$ cat src/hdl/blhl_pkg.sv
// Shared constants, types and controller encodings for the battery level history log.
package blhl_pkg;

   localparam int DEPTH   = 64;
   localparam int ADDR_W  = $clog2(DEPTH);
   localparam int CNT_W   = $clog2(DEPTH + 1);
   localparam int STAMP_W = 32;
   localparam int PCT_W   = 7;
   localparam int MV_W    = 16;
   localparam int MAXC_W  = 7;
   localparam int NUM_W   = MV_W + PCT_W;
   localparam int STEP_W  = $clog2(NUM_W + 1);
   localparam int CSR_IDX_W = 1;

   localparam logic [PCT_W-1:0] PCT_MAX = PCT_W'(100);
   localparam logic [MV_W-1:0] FULL_MV_RESET  = MV_W'(4200);
   localparam logic [MV_W-1:0] EMPTY_MV_RESET = MV_W'(3300);

   localparam logic [CSR_IDX_W-1:0] CSR_FULL_MV  = CSR_IDX_W'(0);
   localparam logic [CSR_IDX_W-1:0] CSR_EMPTY_MV = CSR_IDX_W'(1);

   localparam logic MODE_RECORD = 1'b0;

   typedef struct packed {
      logic [STAMP_W-1:0] stamp;
      logic [PCT_W-1:0]   pct;
      logic               chg;
   } entry_type;

   typedef enum logic [2:0] {
      ST_IDLE,
      ST_DECODE,
      ST_DIVIDE,
      ST_WRITE,
      ST_FETCH,
      ST_EMIT,
      ST_EMPTY
   } state_type;

   typedef struct packed {
      logic capture;
      logic div_start;
      logic write_entry;
      logic read_init;
      logic fetch;
      logic emit_entry;
      logic emit_empty;
   } cmd_type;

   typedef struct packed {
      logic is_read;
      logic direct;
      logic read_empty;
      logic last_entry;
      logic div_done;
   } status_type;

endpackage

$ cat src/hdl/battery_level_history_log_core.sv
// Top level of the battery level history log: controller plus datapath.
//
// Channel   Handshake                 Payload
// request   start / busy              req_mode .. req_max_count
// response  rsp_strobe (no stall)     rsp_entry_valid .. rsp_last
// control   csr_valid / csr_ready     csr_index, csr_data
//
// A voltage record waits in ST_DIVIDE for the bit-serial divider (one quotient
// bit per cycle); a gauge record, or one with no span, writes directly.
// A read alternates a fetch from the single registered memory read port with
// the emit of each returned word; an empty read gives its one word.
// Reset clears the write pointer and the fill count and restores the default
// thresholds; the ring memory is never cleared. Results cannot be held off
// by the receiver.
module battery_level_history_log_core (
   input  logic                           clock,
   input  logic                           reset,
   input  logic                           start,
   output logic                           busy,
   input  logic                           req_mode,
   input  logic [blhl_pkg::STAMP_W-1:0]   req_now_seconds,
   input  logic                           req_from_gauge,
   input  logic [blhl_pkg::PCT_W-1:0]     req_percent_in,
   input  logic [blhl_pkg::MV_W-1:0]      req_voltage_mv,
   input  logic                           req_charging_in,
   input  logic [blhl_pkg::MAXC_W-1:0]    req_max_count,
   output logic                           rsp_strobe,
   output logic                           rsp_entry_valid,
   output logic [blhl_pkg::MAXC_W-1:0]    rsp_entry_count,
   output logic [blhl_pkg::STAMP_W-1:0]   rsp_age_seconds,
   output logic [blhl_pkg::PCT_W-1:0]     rsp_percent_out,
   output logic                           rsp_charging_out,
   output logic                           rsp_last,
   input  logic                           csr_valid,
   output logic                           csr_ready,
   input  logic [blhl_pkg::CSR_IDX_W-1:0] csr_index,
   input  logic [blhl_pkg::MV_W-1:0]      csr_data
);
   import blhl_pkg::*;

   cmd_type    cmd;
   status_type status;

   assign csr_ready = 1'b1;

   blhl_ctrl u_ctrl (
      .clock  (clock),
      .reset  (reset),
      .start  (start),
      .busy   (busy),
      .cmd    (cmd),
      .status (status)
   );

   blhl_dp u_dp (
      .clock            (clock),
      .reset            (reset),
      .cmd              (cmd),
      .status           (status),
      .req_mode         (req_mode),
      .req_now_seconds  (req_now_seconds),
      .req_from_gauge   (req_from_gauge),
      .req_percent_in   (req_percent_in),
      .req_voltage_mv   (req_voltage_mv),
      .req_charging_in  (req_charging_in),
      .req_max_count    (req_max_count),
      .csr_we           (csr_valid & csr_ready),
      .csr_index        (csr_index),
      .csr_data         (csr_data),
      .rsp_strobe       (rsp_strobe),
      .rsp_entry_valid  (rsp_entry_valid),
      .rsp_entry_count  (rsp_entry_count),
      .rsp_age_seconds  (rsp_age_seconds),
      .rsp_percent_out  (rsp_percent_out),
      .rsp_charging_out (rsp_charging_out),
      .rsp_last         (rsp_last)
   );

endmodule

$ cat src/hdl/blhl_div.sv
// Restoring divider that retires one quotient bit per cycle.
module blhl_div (
   input  logic                      clock,
   input  logic                      reset,
   input  logic                      start,
   input  logic [blhl_pkg::NUM_W-1:0] numer,
   input  logic [blhl_pkg::MV_W-1:0]  denom,
   output logic                      done,
   output logic [blhl_pkg::NUM_W-1:0] quot
);
   import blhl_pkg::*;

   logic               busy_ff, busy_in;
   logic               done_ff, done_in;
   logic [STEP_W-1:0]  cnt_ff, cnt_in;
   logic [MV_W-1:0]    rem_ff, rem_in;
   logic [NUM_W-1:0]   quo_ff, quo_in;
   logic [MV_W-1:0]    den_ff, den_in;
   logic [MV_W:0]      trial;
   logic               fits;

   // The remainder stays below the divisor, so the trial value needs one bit more.
   assign trial = {rem_ff, quo_ff[NUM_W-1]};
   assign fits  = trial >= {1'b0, den_ff};

   always_comb begin
      busy_in = busy_ff;
      done_in = 1'b0;
      cnt_in  = cnt_ff;
      rem_in  = rem_ff;
      quo_in  = quo_ff;
      den_in  = den_ff;
      if (start) begin
         busy_in = 1'b1;
         cnt_in  = '0;
         rem_in  = '0;
         quo_in  = numer;
         den_in  = denom;
      end else if (busy_ff) begin
         rem_in = fits ? MV_W'(trial - {1'b0, den_ff}) : MV_W'(trial);
         quo_in = {quo_ff[NUM_W-2:0], fits};
         cnt_in = cnt_ff + STEP_W'(1);
         if (cnt_ff == STEP_W'(NUM_W - 1)) begin
            busy_in = 1'b0;
            done_in = 1'b1;
         end
      end
   end

   always_ff @(posedge clock) begin
      if (reset) begin
         busy_ff <= 1'b0;
         done_ff <= 1'b0;
      end else begin
         busy_ff <= busy_in;
         done_ff <= done_in;
      end
      cnt_ff <= cnt_in;
      rem_ff <= rem_in;
      quo_ff <= quo_in;
      den_ff <= den_in;
   end

   assign done = done_ff;
   assign quot = quo_ff;

endmodule

$ cat src/hdl/blhl_dp.sv
// Datapath: request capture, thresholds, sample ring memory, percent conversion, results.
module blhl_dp (
   input  logic                          clock,
   input  logic                          reset,
   input  blhl_pkg::cmd_type             cmd,
   output blhl_pkg::status_type          status,
   input  logic                          req_mode,
   input  logic [blhl_pkg::STAMP_W-1:0]  req_now_seconds,
   input  logic                          req_from_gauge,
   input  logic [blhl_pkg::PCT_W-1:0]    req_percent_in,
   input  logic [blhl_pkg::MV_W-1:0]     req_voltage_mv,
   input  logic                          req_charging_in,
   input  logic [blhl_pkg::MAXC_W-1:0]   req_max_count,
   input  logic                          csr_we,
   input  logic [blhl_pkg::CSR_IDX_W-1:0] csr_index,
   input  logic [blhl_pkg::MV_W-1:0]     csr_data,
   output logic                          rsp_strobe,
   output logic                          rsp_entry_valid,
   output logic [blhl_pkg::MAXC_W-1:0]   rsp_entry_count,
   output logic [blhl_pkg::STAMP_W-1:0]  rsp_age_seconds,
   output logic [blhl_pkg::PCT_W-1:0]    rsp_percent_out,
   output logic                          rsp_charging_out,
   output logic                          rsp_last
);
   import blhl_pkg::*;

   entry_type            mem [DEPTH];
   entry_type            rd_data_ff;

   logic [MV_W-1:0]      full_ff, full_in;
   logic [MV_W-1:0]      empty_ff, empty_in;

   logic                 mode_ff;
   logic [STAMP_W-1:0]   now_ff;
   logic                 gauge_ff;
   logic [PCT_W-1:0]     pin_ff;
   logic [MV_W-1:0]      mv_ff;
   logic                 chg_ff;
   logic [MAXC_W-1:0]    maxc_ff;

   logic [ADDR_W-1:0]    wp_ff, wp_in;
   logic [CNT_W-1:0]     fill_ff, fill_in;
   logic [ADDR_W-1:0]    rp_ff, rp_in;
   logic [CNT_W-1:0]     remain_ff, remain_in;
   logic [CNT_W-1:0]     n_ff, n_in;

   logic                 strobe_ff;
   logic                 ev_ff;
   logic [MAXC_W-1:0]    cnt_out_ff;
   logic [STAMP_W-1:0]   age_ff;
   logic [PCT_W-1:0]     pct_out_ff;
   logic                 chg_out_ff;
   logic                 last_ff;

   logic [MV_W-1:0]      span;
   logic [MV_W-1:0]      diff;
   logic [NUM_W-1:0]     numer;
   logic [NUM_W-1:0]     quot;
   logic                 div_done;
   logic                 no_span;
   logic [PCT_W-1:0]     pct_wr;
   entry_type            wr_entry;

   logic [MAXC_W-1:0]    fill_ext;
   logic [MAXC_W-1:0]    n_wide;
   logic [CNT_W-1:0]     n_cur;
   logic [ADDR_W-1:0]    oldest;
   logic [CNT_W:0]       start_sum;
   logic [ADDR_W-1:0]    start_ptr;
   logic [STAMP_W-1:0]   age_cur;

   // Thresholds.
   always_comb begin
      full_in  = full_ff;
      empty_in = empty_ff;
      if (csr_we) begin
         unique case (csr_index)
            CSR_FULL_MV:  full_in  = csr_data;
            CSR_EMPTY_MV: empty_in = csr_data;
            default:      full_in  = full_ff;
         endcase
      end
   end

   // Voltage conversion: (mv - empty) * 100 goes through the divider.
   assign span    = full_ff - empty_ff;
   assign diff    = mv_ff - empty_ff;
   assign numer   = (NUM_W'(diff) << 6) + (NUM_W'(diff) << 5) + (NUM_W'(diff) << 2);
   assign no_span = (full_ff <= empty_ff) || (mv_ff <= empty_ff);

   blhl_div u_div (
      .clock (clock),
      .reset (reset),
      .start (cmd.div_start),
      .numer (numer),
      .denom (span),
      .done  (div_done),
      .quot  (quot)
   );

   always_comb begin
      if (gauge_ff) begin
         pct_wr = (pin_ff > PCT_MAX) ? PCT_MAX : pin_ff;
      end else if (no_span) begin
         pct_wr = '0;
      end else begin
         pct_wr = (quot > NUM_W'(PCT_MAX)) ? PCT_MAX : PCT_W'(quot);
      end
   end

   assign wr_entry.stamp = now_ff;
   assign wr_entry.pct   = pct_wr;
   assign wr_entry.chg   = gauge_ff & chg_ff;

   // Read window: the newest n entries, starting n back from the write pointer.
   assign fill_ext  = MAXC_W'(fill_ff);
   assign n_wide    = (maxc_ff < fill_ext) ? maxc_ff : fill_ext;
   assign n_cur     = CNT_W'(n_wide);
   assign oldest    = (fill_ff == CNT_W'(DEPTH)) ? wp_ff : '0;
   assign start_sum = (CNT_W+1)'(oldest) + (CNT_W+1)'(fill_ff - n_cur);
   assign start_ptr = (start_sum >= (CNT_W+1)'(DEPTH)) ?
                      ADDR_W'(start_sum - (CNT_W+1)'(DEPTH)) : ADDR_W'(start_sum);

   assign age_cur = (now_ff >= rd_data_ff.stamp) ? (now_ff - rd_data_ff.stamp) : '0;

   always_comb begin
      wp_in     = wp_ff;
      fill_in   = fill_ff;
      rp_in     = rp_ff;
      remain_in = remain_ff;
      n_in      = n_ff;
      if (cmd.write_entry) begin
         wp_in = (wp_ff == ADDR_W'(DEPTH - 1)) ? '0 : wp_ff + ADDR_W'(1);
         if (fill_ff != CNT_W'(DEPTH)) begin
            fill_in = fill_ff + CNT_W'(1);
         end
      end
      if (cmd.read_init) begin
         rp_in     = start_ptr;
         remain_in = n_cur;
         n_in      = n_cur;
      end
      if (cmd.emit_entry) begin
         rp_in     = (rp_ff == ADDR_W'(DEPTH - 1)) ? '0 : rp_ff + ADDR_W'(1);
         remain_in = remain_ff - CNT_W'(1);
      end
   end

   always_ff @(posedge clock) begin
      if (reset) begin
         full_ff   <= FULL_MV_RESET;
         empty_ff  <= EMPTY_MV_RESET;
         wp_ff     <= '0;
         fill_ff   <= '0;
         strobe_ff <= 1'b0;
      end else begin
         full_ff   <= full_in;
         empty_ff  <= empty_in;
         wp_ff     <= wp_in;
         fill_ff   <= fill_in;
         strobe_ff <= cmd.emit_entry | cmd.emit_empty;
      end
      rp_ff     <= rp_in;
      remain_ff <= remain_in;
      n_ff      <= n_in;
      if (cmd.capture) begin
         mode_ff  <= req_mode;
         now_ff   <= req_now_seconds;
         gauge_ff <= req_from_gauge;
         pin_ff   <= req_percent_in;
         mv_ff    <= req_voltage_mv;
         chg_ff   <= req_charging_in;
         maxc_ff  <= req_max_count;
      end
      if (cmd.emit_entry) begin
         ev_ff      <= 1'b1;
         cnt_out_ff <= MAXC_W'(n_ff);
         age_ff     <= age_cur;
         pct_out_ff <= rd_data_ff.pct;
         chg_out_ff <= rd_data_ff.chg;
         last_ff    <= (remain_ff == CNT_W'(1));
      end else if (cmd.emit_empty) begin
         ev_ff      <= 1'b0;
         cnt_out_ff <= '0;
         age_ff     <= '0;
         pct_out_ff <= '0;
         chg_out_ff <= 1'b0;
         last_ff    <= 1'b1;
      end
   end

   // Sample ring: one write port, one registered read port.
   always_ff @(posedge clock) begin
      if (cmd.write_entry) begin
         mem[wp_ff] <= wr_entry;
      end
      if (cmd.fetch) begin
         rd_data_ff <= mem[rp_ff];
      end
   end

   assign status.is_read    = (mode_ff != MODE_RECORD);
   assign status.direct     = gauge_ff | no_span;
   assign status.read_empty = (n_cur == '0);
   assign status.last_entry = (remain_ff == CNT_W'(1));
   assign status.div_done   = div_done;

   assign rsp_strobe       = strobe_ff;
   assign rsp_entry_valid  = ev_ff;
   assign rsp_entry_count  = cnt_out_ff;
   assign rsp_age_seconds  = age_ff;
   assign rsp_percent_out  = pct_out_ff;
   assign rsp_charging_out = chg_out_ff;
   assign rsp_last         = last_ff;

endmodule

$ cat src/hdl/blhl_ctrl.sv
// Controller state machine sequencing record and read commands.
module blhl_ctrl (
   input  logic                 clock,
   input  logic                 reset,
   input  logic                 start,
   output logic                 busy,
   output blhl_pkg::cmd_type    cmd,
   input  blhl_pkg::status_type status
);
   import blhl_pkg::*;

   state_type state_ff, state_in;

   always_comb begin
      state_in = state_ff;
      unique case (state_ff)
         ST_IDLE: begin
            if (start) state_in = ST_DECODE;
         end
         ST_DECODE: begin
            priority if (status.is_read && status.read_empty) state_in = ST_EMPTY;
            else if (status.is_read)                          state_in = ST_FETCH;
            else if (status.direct)                           state_in = ST_WRITE;
            else                                              state_in = ST_DIVIDE;
         end
         ST_DIVIDE: begin
            if (status.div_done) state_in = ST_WRITE;
         end
         ST_WRITE: state_in = ST_IDLE;
         ST_FETCH: state_in = ST_EMIT;
         ST_EMIT: begin
            state_in = status.last_entry ? ST_IDLE : ST_FETCH;
         end
         ST_EMPTY: state_in = ST_IDLE;
         default:  state_in = ST_IDLE;
      endcase
   end

   always_comb begin
      cmd  = '0;
      busy = 1'b1;
      unique case (state_ff)
         ST_IDLE: begin
            busy        = 1'b0;
            cmd.capture = start;
         end
         ST_DECODE: begin
            cmd.read_init = status.is_read;
            cmd.div_start = !status.is_read && !status.direct;
         end
         ST_DIVIDE: cmd.div_start   = 1'b0;
         ST_WRITE:  cmd.write_entry = 1'b1;
         ST_FETCH:  cmd.fetch       = 1'b1;
         ST_EMIT:   cmd.emit_entry  = 1'b1;
         ST_EMPTY:  cmd.emit_empty  = 1'b1;
         default:   busy            = 1'b1;
      endcase
   end

   always_ff @(posedge clock) begin
      if (reset) begin
         state_ff <= ST_IDLE;
      end else begin
         state_ff <= state_in;
      end
   end

endmodule
$ cat config.mk
export PLATFORM = sky130hd
export DESIGN_NAME = battery_level_history_log_core
export DESIGN_NICKNAME = d
export VERILOG_FILES = /design/src/hdl/blhl_pkg.sv /design/src/hdl/battery_level_history_log_core.sv /design/src/hdl/blhl_div.sv /design/src/hdl/blhl_dp.sv /design/src/hdl/blhl_ctrl.sv
export SDC_FILE = /design/constraint.sdc
export NUM_CORES = 2
export LEC_CHECK = 0
export ABC_AREA = 1
export BUFFER_PORTS_ARGS = -buffer_cell sky130_fd_sc_hd__buf_2
export CELL_PAD_IN_SITES_DETAIL_PLACEMENT = 0
export CELL_PAD_IN_SITES_GLOBAL_PLACEMENT = 2
export CORE_ASPECT_RATIO = 0.5
export CORE_MARGIN = 2
export CORE_UTILIZATION = 25
export DETAILED_ROUTE_END_ITERATION = 6
export MAX_ROUTING_LAYER = met4
export PLACE_DENSITY = 0.57
export SLEW_MARGIN = 20
export SYNTH_ARGS = -nofsm -noshare
export SYNTH_HDL_FRONTEND = slang
export SYNTH_SLANG_ARGS = --single-unit
$ cat constraint.sdc
create_clock -name clock -period 9.25 [get_ports clock]
set_clock_uncertainty 0.15 [all_clocks]
set_input_delay 0 -clock clock [delete_from_list [all_inputs] [get_ports clock]]
set_output_delay 0 -clock clock [all_outputs]
set_load 0.01 [all_outputs]
# --- Word-level counts from Yosys, hierarchy flattened ---
# Memories as Yosys holds them, arrays and structs flattened. A register that Yosys moved wholly into a read port is not among the register bits.
# Cells that the tools add are included.
classes:
  n_addsub: 14
  magnitude_cmp: 8
  eq_ne: 14
  muxes: 47
  bitwise: 5
  reduce_logical: 15
ops:
  columns: ["cell", "n"]
  rows:
  - ["$mux W32", 3]
  - ["$mux W7", 10]
  - ["$sub A16 B16 Y16", 3]
  - ["$mux W23", 2]
  - ["$mux W6", 6]
  - ["$ge A32 B32 Y1", 1]
  - ["$le A16 B16 Y1", 2]
  - ["$sub A32 B32 Y32", 1]
  - ["$add A22 B21 Y23", 1]
  - ["$add A23 B18 Y23", 1]
  - ["$gt A23 B7 Y1 const B", 1]
  - ["$mux W1", 19]
  - ["$ge A17 B16 Y1", 1]
  - ["$mux W16", 1]
  - ["$mux W3", 5]
  - ["$pmux W3 S5", 1]
  - ["$add A6 B1 Y6 const B", 2]
  - ["$eq A6 B6 Y1 const B", 2]
  - ["$eq A3 B3 Y1 const B", 3]
  - ["$add A6 B8 Y8", 1]
  - ["$ge A8 B7 Y1 const B", 1]
  - ["$reduce_and A2 Y1", 4]
  - ["$sub A7 B7 Y8", 1]
  - ["$add A7 B1 Y7 const B", 1]
  - ["23 further kinds", 30]
word_totals:
  reg_bits: 245
  ram_bits: 2560
  inputBits: 86
  out_inout_bits: 52
  word_cells: 132
  mem_count: 1
mem_list:
  columns: ["memory", "depth", "width", "rd", "rd_clocked_by_memory_dff", "wr", "line_no", "text"]
  rows:
  - ["u_dp.mem", 64, 40, 1, 1, 1, "blhl_dp.sv:27", "entry_type mem [DEPTH];"]

# --- Longest topological paths before layout ---
logic_depth:
  ltp_word: 8
  mapped_depth: 26

# --- Cells and area by module ---
# A second synthesis with hierarchy kept.
hier_totals:
  cells_unflattened: 10584
  hier_area_um2: 120815.9
modules_own_cells:
  columns: ["module", "instances", "cells_per_inst", "area_each_um2"]
  rows:
  - ["blhl_dp", 1, 10069, 116973.4]
  - ["blhl_div", 1, 474, 3607.2]
  - ["blhl_ctrl", 1, 39, 224.0]
  - ["battery_level_history_log_core", 1, 2, 11.3]

# --- Worst setup path before layout ---
# Ideal clock, no wire load.
synth_timing:
  path_type: "register -> register"
  from: "register u_ctrl.state_ff[0]"
  to: "memory u_dp.mem[47][0] (netlist bit), enable pin"
  setup_ns: 0.537
  arrival_ns: 4.710
  t_required_ns: 8.563
  path_slack_ns: 3.853
  path_stages_with_launch: 5
  path_buffers: 0
  cell_sequence: "dfxtp_1 > inv_1 > nor3_4 > inv_1 > nor4_1"
synth_via:
  elab_chain_cells: 4
synth_lines:
  columns: ["element", "line_no", "text"]
  rows:
  - ["from (decl)", "blhl_ctrl.sv:12", "state_type state_ff, state_in;"]
  - ["from (signal assigned)", "blhl_ctrl.sv:64", "state_ff <= state_in;"]
  - ["$eq A3 B2 Y1", "blhl_ctrl.sv:42", "unique case (state_ff)"]
  - ["$mux W1", "blhl_ctrl.sv:42", null]
  - ["$mux W1", "blhl_dp.sv:194", "if (cmd.write_entry) begin"]
  - ["$mux W1 (not written as such)", "blhl_dp.sv:195", "mem[wp_ff] <= wr_entry;"]
  - ["to (decl)", "blhl_dp.sv:27", null]
# No other way between the ends.

# --- Worst setup path in the final report ---
layout_timing:
  from: "register u_ctrl.state_ff[0]"
  to: "memory u_dp.mem[20][29] (netlist bit), enable pin"
# Same word-level chain as after synthesis.

==> results <==
- The worst hold path begins at start.
- The number of design rule violations left after detail routing is 0.
- Counting I/O delays and the setup requirement, the final critical path takes 4.667 ns.
- The critical path starts at u_ctrl.state_ff[0]$_SDFFE_PP0P_.
- The flow ran to the end, and the final reports show no timing, DRC or antenna violations.
- The areal power density over the cells is 281.9 mW/mm².
- The instance count of the mapped netlist is 10050.
- The max-slew violation total from the final report is 0.
- The count of flip-flops with a built-in enable after synthesis is 2772.
- The global routing usage summed across all routing layers is 18.94%.
- Counting every net in the synthesized netlist gives 10270.
- In the post-synthesis netlist, the biggest area contributors are edfxtp_1, nand2_1, o21ai_0, nor2_1, o22ai_1.
- The die outline area is 0.4809 mm².
- At the pin with the least slew margin, the transition time is 1.177 ns.
- The critical path required time is 9.68 ns.
- The vertical die dimension is 491.3 µm.
- Once the floorplan was initialized, standard cells occupied 25.17% of the core.
- The total number of clock tree sinks is 2845.
- The clock tree synthesis step divided the H-tree into 5 levels.
- On the final layout, the worst hold slack is 0.1493 ns.
- In this run the cell area of the synthesized design comes to 0.1188 mm².
- The number of hold violations in the final report is 0.
- The first global-routing pass estimated 634000 µm of wire.
- The static power due to leakage is 47.43 nW.
- The maximum net fanout on the critical path is 13.
- Setup violations remaining at the end of the flow were counted as 0.
- The final worst setup slack is 4.583 ns.
- Setup repair after global routing left no endpoint under its margin.
- The number of buffers inserted by port buffering is 136.
- The critical path data arrival time is 5.10 ns.
- The total power is 39.01 mW.
- The top-level I/O count is 138.
- The via count of the first global-routing pass was 78800.
- The total detailed-routing wirelength is 457500 µm.
- Detailed placement finished with a half-perimeter wire length of 253400 µm.
- The sequential share of the synthesized area is 71.33%.
- The routed length per instance is 27.15 µm.
- The count of instances resized after the clock tree is built is 0.
- The number of different library cells in the post-synthesis netlist is 52.
- The first-pass iteration count of the detailed router is 5.
- The maximum clock frequency is 214.3 MHz.
- The flip-flop and latch count after synthesis is 2845.
- Buffers inserted during clock tree synthesis total 295.
- The average size of a mapped cell is 11.82 µm².
- After layout, the worst path uses 50.46% of the clock period.
- The net count of the finished layout is 10550.
- The clock insertion delay at the later pin of the skew report is 0.92 ns.
- The critical path start-end classification is reg -> reg.
- Max-cap violations in this run came to 0.
- The first-iteration detailed-routing DRC count is 8398.
- Among all flip-flop cells after synthesis, the most frequent one is edfxtp_1.
- From synthesis to final layout, the design area changed by 16.52%.
- The remaining number of nets flagged by the antenna check after routing is 0.
- Once placement completed, the tool counted placed cells totaling 16150.
- The final instance count without filler cells is 16850.
- Clock-pin slew was measured on the worst setup and hold paths at 0.06 ns.
- The leftover overflow at the end of global routing is 0.
- The cell type with the highest aggregate area in the netlist is edfxtp_1.
- The standard cell core area is 0.4717 mm².
- Across all register-to-register paths, the minimum setup slack is 4.58 ns.
- The reg-to-reg startpoint is u_ctrl.state_ff[0]$_SDFFE_PP0P_.
- The row count is 178.
- The peak supply drop is 0.0001713 V.
- The width of the chip is 978.7 µm.
- Of the cells placed in the final design, the portion with a size suffix greater than 1 is 8.352%.
- STA classifies the critical path startpoint as a flip-flop.
- The routability congestion estimate from global placement is 0.7691.
- The instance area after placement is 0.1272 mm².
- The tree is rooted in a clkbuf_16.
- The element type at the critical path end is a flip-flop.
- Yosys printed 0 warnings.
- Dividing the detail-routed via count by the number of cells gives 4.789.
- TritonCTS built the clock tree.
- The number of antenna violations at the first check in global routing is 42.
- For this block, the via count after detailed routing is 80710.
- For this run, the share of the core covered by cells in the final layout is 29.33%.
- The path type of the worst min-delay path is in -> reg.
- The share of the synthesized area in the top cell type is 70.10%.
- Measured against its own limit, the worst slew margin works out to 21.52%.
- The pin count of the biggest net entering global routing is 178.
- After synthesis, the share of flip-flops with an asynchronous set or reset is 0%.
- The cell area after layout is 0.1384 mm².
- The total negative setup slack is 0 ns.
- The number of fill cells in the layout is 48610.
- The maximum clock path buffer count is 4.
- OpenSTA, run right after detailed placement, puts the worst setup slack at 4.631 ns.
==> cell usage in the layout (no fill, tap or decap), types with 4 or more instances in the layout <==
cell,instances
o21ai_0,1042
bufinv_16,25
buf_12,21
xor2_1,38
o211ai_1,6
and2_1,4
edfxtp_1,2772
o21bai_1,8
inv_1,352
dlygate4sd3_1,173
a21o_1,7
xnor2_1,38
nand2_1,2062
a21boi_0,205
a21oi_1,361
inv_6,13
mux2i_1,11
dfxtp_1,73
nor2_1,1242
buf_2,136
o22ai_1,422
clkinv_1,61
a31oi_1,6
o21ai_4,7
clkinv_4,4
diode_2,5
nand3b_1,9
ha_1,128
fa_1,14
buf_4,211
nand3_1,402
clkbuf_16,306
nand4_1,18
nor2_4,64
clkinv_2,44
clkinvlp_4,16
clkbuf_1,58
nor3_1,21
o21ai_1,116
==> power breakdown <==
group | switching, mW | internal (mW)
clock network | 5.39 | 6.78
logic | 8.44 | 2.91
registers | 0.254 | 15.2
total | 14.1 | 24.9
==> path summary, 6_finish.rpt <==
kind	end	cells past startpoint
setup / recovery	u_dp.mem[20][29]$_DFFE_PP_	8
hold / removal	u_ctrl.state_ff[0]$_SDFFE_PP0P_	6
setup reg to reg	u_dp.mem[20][29]$_DFFE_PP_	8
hold reg to reg	u_dp.rsp_entry_valid$_SDFFE_PP1P_	2
==> state kept, by name, indices dropped and copies added (netlist names), 16 cells and up <==
signal / cells
u_dp.mv_ff: 16
u_dp.u_div.rem_ff: 16
u_dp.full_ff: 16
u_dp.now_ff: 32
u_dp.u_div.quot: 23
u_dp.u_div.den_ff: 16
u_dp.empty_ff: 16
u_dp.rsp_age_seconds: 32
u_dp.rd_data_ff: 40
u_dp.mem: 2560
==> metal layers <==
layer	wire (µm)	global-route usage, %
met1	221200	27.49
met2	203400	28.78
met3	24040	2.287
met4	8844	3.395
met5	0	-
==> Yosys cell counts, types with 2 or more instances <==
library cell / number
edfxtp_1: 2772
nand2_1: 2066
nor2_1: 1307
o21ai_0: 1050
o22ai_1: 422
nand3_1: 402
a21oi_1: 361
inv_1: 354
clkbuf_1: 292
a21boi_0: 205
buf_2: 140
ha_1: 128
o21ai_1: 116
dfxtp_1: 73
buf_4: 52
buf_1: 41
xnor2_1: 38
xor2_1: 38
buf_6: 30
nor3_1: 21
nand4_1: 18
fa_1: 14
mux2i_1: 11
clkbuf_2: 10
nand3b_1: 9
o21bai_1: 8
a21o_1: 7
a31oi_1: 6
o211ai_1: 6
clkinv_1: 5
and2_1: 4
and3_1: 4
inv_2: 4
nor4_1: 4
nor3_2: 3
o31ai_1: 3
a211oi_1: 2
a21boi_1: 2
buf_8: 2
nand2_2: 2
o21a_1: 2
or2_2: 2
==> cell families after synthesis <==
logic type	synth area share, %
simple gates	12.74
fa+ha+maj	1.585
flops	71.33
other cells	0.003158
xor+xnor	0.5605
compound gates	10.22
mux	0.09272
buf+inv	3.478
==> critical path, stage by stage, from the launching register on <==
cell,delay [ns]
dfxtp_1,0.42
inv_1,0.16
nor3_4,0.48
inv_1,0.24
nor2_1,0.32
nand3_1,0.69
nor2_4,0.94
buf_4,0.60
buf_4,0.34
==> cell type report <==
class / instances / area, µm² / area share, %
clock buffer: 365 / 7889 / 5.701
timing repair buffer: 542 / 4428 / 3.200
antenna: 5 / 12.51 / 0.009043
tap: 6300 / 7883 / 5.697
clock inverter: 162 / 1514 / 1.094
multi-input combinational: 6270 / 30520 / 22.06
inverter: 364 / 1420 / 1.026
sequential: 2845 / 84700 / 61.21
==> timing repair <==
item,CTS,global route
hold buffers,173,0
endpoints found under the hold margin,127,0
setup buffers,0,0
Power figures use the tool's default switching activity.
